## config.mk

```make
export PLATFORM = sky130hd
export DESIGN_NAME = hphh_ctrl
export DESIGN_NICKNAME = d
export VERILOG_FILES = /design/src/rtl/core/hash_pair_hamming_histogram_defines.svh /design/src/rtl/core/hphh_pkg.sv /design/src/rtl/core/hphh_ctrl.sv
export SDC_FILE = /design/constraint.sdc
export NUM_CORES = 1
export LEC_CHECK = 0
export BUFFER_PORTS_ARGS = -buffer_cell sky130_fd_sc_hd__buf_2
export CAP_MARGIN = 20
export CORE_AREA = 2 2 39 41
export CTS_CLUSTER_SIZE = 8
export DETAILED_ROUTE_END_ITERATION = 7
export DIE_AREA = 0 0 41 43
export PLACE_DENSITY = 0.41
export SLEW_MARGIN = 20
export SYNTH_ARGS = -nofsm -noshare
export SYNTH_HDL_FRONTEND = slang
export SYNTH_SLANG_ARGS = --single-unit
```

## constraint.sdc

```tcl
create_clock -name clk -period 1.4 [get_ports clk]
set_input_delay 0.07 -clock clk [delete_from_list [all_inputs] [get_ports clk]]
set_output_delay 0.07 -clock clk [all_outputs]
set_load 0.05 [all_outputs]
```

## src/rtl/core/hash_pair_hamming_histogram_defines.svh

```systemverilog
// ----------------------------------------------------------------------------
// Hash pair Hamming histogram assertion macros
// Shorthand for the concurrent checks in the datapath module.
// ----------------------------------------------------------------------------
`ifndef HASH_PAIR_HAMMING_HISTOGRAM_DEFINES_SVH
`define HASH_PAIR_HAMMING_HISTOGRAM_DEFINES_SVH

// The consequent must hold in the same cycle as the antecedent.
`define HPHH_ASSERT_NOW(label, cond, expr, msg) \
	label: assert property (@(posedge clk) disable iff (!arst_n) (cond) |-> (expr)) \
		else $error(msg);

// The consequent must hold in the cycle after the antecedent.
`define HPHH_ASSERT_NEXT(label, cond, expr, msg) \
	label: assert property (@(posedge clk) disable iff (!arst_n) (cond) |=> (expr)) \
		else $error(msg);

`endif

```

## src/rtl/core/hphh_pkg.sv

```systemverilog
// ----------------------------------------------------------------------------
// Hash pair Hamming histogram package
// Types, codes and the bit count function shared by the core modules.
// ----------------------------------------------------------------------------
`timescale 1ns / 1ps

package hphh_pkg;

	localparam int HASH_W   = 64;
	localparam int IDX_W    = 6;
	localparam int IDX_LIMIT = 64;
	localparam int BIN_W    = 7;
	localparam int NUM_BINS = 65;
	localparam int TALLY_W  = 11;
	localparam logic [TALLY_W-1:0] TALLY_MAX = 11'h7FF;

	typedef enum logic [0:0] {
		ACT_INSERT = 1'b0,
		ACT_READ   = 1'b1
	} hphh_action_t;

	typedef enum logic [1:0] {
		KIND_PAIR = 2'd0,
		KIND_DONE = 2'd1,
		KIND_BIN  = 2'd2,
		KIND_FULL = 2'd3
	} hphh_kind_t;

	typedef enum logic [2:0] {
		ST_IDLE,
		ST_RD_ISSUE,
		ST_RD_SHOW,
		ST_FULL_SHOW,
		ST_CMP,
		ST_DRAIN,
		ST_DONE_SHOW
	} hphh_state_t;

	typedef struct packed {
		logic accept;
		logic issue;
		logic show_bin;
		logic show_full;
		logic show_done;
	} hphh_cmd_t;

	typedef struct packed {
		logic full;
		logic empty;
		logic cmp_last;
		logic pipe_busy;
	} hphh_stat_t;

	// Adder tree over the 64 bits, six levels of independent sums.
	function automatic logic [BIN_W-1:0] popcount64(input logic [HASH_W-1:0] x);
		logic [1:0] l1 [32];
		logic [2:0] l2 [16];
		logic [3:0] l3 [8];
		logic [4:0] l4 [4];
		logic [5:0] l5 [2];
		int i;
		for (i = 0; i < 32; i++) begin
			l1[i] = {1'b0, x[2*i]} + {1'b0, x[2*i+1]};
		end
		for (i = 0; i < 16; i++) begin
			l2[i] = {1'b0, l1[2*i]} + {1'b0, l1[2*i+1]};
		end
		for (i = 0; i < 8; i++) begin
			l3[i] = {1'b0, l2[2*i]} + {1'b0, l2[2*i+1]};
		end
		for (i = 0; i < 4; i++) begin
			l4[i] = {1'b0, l3[2*i]} + {1'b0, l3[2*i+1]};
		end
		for (i = 0; i < 2; i++) begin
			l5[i] = {1'b0, l4[2*i]} + {1'b0, l4[2*i+1]};
		end
		return {1'b0, l5[0]} + {1'b0, l5[1]};
	endfunction

endpackage

```

## src/rtl/core/hphh_ctrl.sv

```systemverilog
// ----------------------------------------------------------------------------
// Hash pair Hamming histogram controller
// Sequences bin reads, store-full errors and insert compare runs.
// ----------------------------------------------------------------------------
`timescale 1ns / 1ps

module hphh_ctrl
	import hphh_pkg::*;
(
	input  logic       clk,
	input  logic       arst_n,
	input  logic       start,
	input  logic       action,
	output logic       busy,
	input  hphh_stat_t stat,
	output hphh_cmd_t  cmd
);

	hphh_state_t state_q;
	hphh_state_t state_next;

	always_ff @(posedge clk or negedge arst_n) begin
		if (!arst_n) begin
			state_q <= ST_IDLE;
		end else begin
			state_q <= state_next;
		end
	end

	always_comb begin
		state_next = state_q;
		case (state_q)
			ST_IDLE: begin
				if (start) begin
					if (action == ACT_READ) begin
						state_next = ST_RD_ISSUE;
					end else if (stat.full) begin
						state_next = ST_FULL_SHOW;
					end else if (stat.empty) begin
						state_next = ST_DRAIN;
					end else begin
						state_next = ST_CMP;
					end
				end
			end
			ST_RD_ISSUE:  state_next = ST_RD_SHOW;
			ST_RD_SHOW:   state_next = ST_IDLE;
			ST_FULL_SHOW: state_next = ST_IDLE;
			ST_CMP: begin
				if (stat.cmp_last) begin
					state_next = ST_DRAIN;
				end
			end
			ST_DRAIN: begin
				// The last histogram write must land before the done result.
				if (!stat.pipe_busy) begin
					state_next = ST_DONE_SHOW;
				end
			end
			ST_DONE_SHOW: state_next = ST_IDLE;
			default:      state_next = ST_IDLE;
		endcase
	end

	always_comb begin
		cmd  = '0;
		busy = 1'b1;
		case (state_q)
			ST_IDLE: begin
				busy       = 1'b0;
				cmd.accept = start;
			end
			ST_CMP:       cmd.issue     = 1'b1;
			ST_RD_SHOW:   cmd.show_bin  = 1'b1;
			ST_FULL_SHOW: cmd.show_full = 1'b1;
			ST_DONE_SHOW: cmd.show_done = 1'b1;
			default: begin
			end
		endcase
	end

endmodule

```

Word level (Yosys, flattened, before mapping)
Index checks and enable logic that the tools add are counted.
- flip-flop bits (word level): 3
- bits of input ports: 8
- output and inout bits: 6
- word-level logic and storage cells: 25
- eq/ne operators: 9
- multiplexer cells: 13
- reduce and logical (&&, ||, !) cells: 2
- operators with widths (kind ; number):
    2-to-1 mux 3 bit ; 5
    case mux 3 bit (4 select lines) ; 1
    equality test 3 bit (second input constant) ; 3
    2-to-1 mux 1 bit ; 7
    equality test 3 x 2 -> 1 bit (second input constant) ; 2
    inequality test 2 bit (second input constant) ; 3
    equality test 3 x 1 -> 1 bit (second input constant) ; 1
    zero test 3 bit ; 1
    AND reduction 3 bit ; 1

Logic depth before layout (Yosys ltp)
- depth in word-level cells: 5
- mapped depth: 3
- depth with buffers taken out: 2

Worst setup path before layout
Ideal clock, no wire load.
- path kind: register to register
- start: register state_q[0]
- end: register state_q[0]
- setup time: 0.078 ns
- arrival time: 2.477 ns
- required time: 1.322 ns
- slack: -1.156 ns
- stages on the path, launching flop included: 4
- path through: dfrtp_1 buf_6 nor4b_1 a32o_1
- cells in the longest elaborated chain, start to end: 3
- elaborated cells between the ends (all ways): 9
- classes of those cells: eq/ne: 6; mux: 1; reduce/logical: 2
- RTL lines (item ; RTL line ; text):
    start: declaration ; hphh_ctrl.sv:19 ; hphh_state_t state_q;
    start signal: assignment ; hphh_ctrl.sv:26 ; state_q <= state_next;
    equality test 3 bit or zero test 3 bit (tied branches) ; hphh_ctrl.sv:32 ; case (state_q)
    inequality test 2 bit (no line) ; n/a ;
    AND reduction 3 bit (no line) ; n/a ;
Parallel ways exist; a longest one is shown, timed or not.
A chain may end at the register's enable or synchronous reset.

==> impl_metrics.ini <==
[run_status]
outcome = completed

[floorplanning]
die_height_um = 43
die_width_um = 41
initial_core_util = 0.143
ios = 14
core-area_mm2 = 0.00138
fp-row-count = 14
die_area_mm2 = 0.00176

[placement]
dpl-instance-area_um2 = 287
dp.cells = 48
gp_congestion = 0.602
io_buffers = 13
hpwl_um = 411

[routing]
first_iter_violations = 0
dr.pass1.iters = 1
ant_nets = 0
vias_per_cell = 4.15
drt-total-wl_um = 509
avgRoutedWirePerCell_um = 9.43
drc = 0
vias = 224

[timing]
fin_skew_ps = 3.10
grt_setup_unrepaired = false
max_freq_ghz = 0.750
whs_ps = 121
tightest_slew_ps = 226
finalSetupViolations = 0
finalHoldViolCount = 0
fin_tns_setup_ps = 0
relSlewSlack = 0.847
drv_slew = 0
fin_crit_ps = 1330
fin_crit_sh = 0.953

[finish]
final_cell_mix = buf_2, clkbuf_4, nor3_1, dfrtp_2
nets = 47
seqCellArea_um2 = 78.8
fillers = 163
final_cell_area_um2 = 353
n_antenna_cell = 0
largestRegisters = state_q x3
final_common_cell = buf_2
fin_cells = 54
drive_above_1_share = 0.632
multi_input_area_um2 = 123
synthToLayoutAreaGrowth_pct = 78.5
max_flop_register = state_q
largest_reg_flops = 3

[global_routing]
grt_max_degree = 10
grt_overflow_total = 0
globalRouteTotalUtil = 0.0804
grt_pass1_vias = 212
grt_pass1_wl_um = 834
antenna_found_initial = 0

[pwr]
power_leakage_nw = 0.165
fin_total_pwr_mw = 0.933
powerDensity_mw_per_mm2 = 2640
vdd_drop_max_uv = 567

[clock_tree]
clock_latency_ps = 230
path_clk_slew_ps = 40
htree_levels = 1
cts-root-buf = clkbuf_4
cts_buffer_depth = 2
cts_tree = yes
cts_buffers = 3
clock-sinks = 3

[critical_path]
cp-start-kind = register
arrival_ps = 1260
endpoint_kind = output port
crit_fanout = 9
cp.required_ps = 1330
worstSetupPathType = register to output port

[synthesis]
synth_cell_types = 14
synth_area_um2 = 198
yosysTopAreaCellShare = 0.380
synthesis.nets = 28
synth_top_area_cell = dfrtp_1
synth_area_leaders = dfrtp_1, nor3_1, buf_6
yosysWarnings = 0
synth_cells = 20
ys_seq_area_frac = 0.380
postSynthAreaPerCell_um2 = 9.88
ys_seq_elements = 3

[worst_hold_path]
hp-class = primary input to register

[job]
drv_cap = 0
==> path summary, 6_finish.rpt <==
path                             from         end  slack (ps)  cells after the start
min                           stat[3]  state_q[2]         120                      3
max                        state_q[0]      cmd[4]          70                      2
min reg2reg                state_q[1]  state_q[2]         510                      1
max in group asynchronous      arst_n  state_q[0]        1130                      2
max reg2reg                state_q[0]  state_q[2]         190                      2
min in group asynchronous      arst_n  state_q[2]         160                      2
==> cell usage after synthesis, drive strengths merged <==
cell type,instances
inv,2
dfrtp,3
or4b,1
buf,1
mux2,1
nor3,3
or3,2
o21a,1
a32o,1
and3,1
nor4bb,1
a21oi,2
nor4b,1
==> power by group <==
| group | internal, mW | switching, mW | leakage [nW] |
|---|---|---|---|
| Combinational | 0.227 | 0.336 | 0.115 |
| Clock | 0.107 | 0.0456 | 0.0150 |
| Sequential | 0.132 | 0.0856 | 0.0347 |
==> stage by stage <==
| step | util | setup slack, ps |
|---|---|---|
| 2_1_floorplan | - | -294 |
| 3_3_place_gp | 0.207 | 160 |
| 3_5_place_dp | 0.207 | 146 |
| 4_1_cts | 0.250 | 18.3 |
| 5_1_grt | 0.255 | 10.6 |
| 6_report | 0.255 | 66.2 |
==> cell families after synthesis <==
kind of cell,count (synthesis),share of synthesized area
and+or+nand+nor,9,0.329
DFF,3,0.380
buffers and inverters,3,0.0949
AOI/OAI and AO/OA,4,0.139
muxes,1,0.0570
==> per-layer routing <==
metal | vias to the layer above | global-route usage | part of all wire
li1 | 114 | - | -
met1 | 103 | 0.0548 | 0.35
met2 | 7 | 0.122 | 0.59
met3 | 0 | 0.0471 | 0.055
met4 | 0 | 0.100 | 0
met5 | - | 0 | 0
==> critical path, stage by stage, from the launching register on <==
cell      delay (ps)
dfrtp_2          460
nor4b_4          290
clkbuf_4         280
==> final cells by class <==
cell class                 count  share of cell area
multi-input combinational     14               0.348
inverter                       2              0.0213
clock buffer                   4              0.0745
sequential                     3               0.223
timing repair buffer          15               0.277
tap                           16              0.0567
==> timing repair <==
action                                 in CTS  in global routing
setup endpoints to repair                   2                  2
resized for setup                           6                  4
hold buffers                                1                  0
setup buffers                               1                  0
endpoints found under the hold margin       3                  0
No activity file was read; power rests on OpenSTA's default activity.
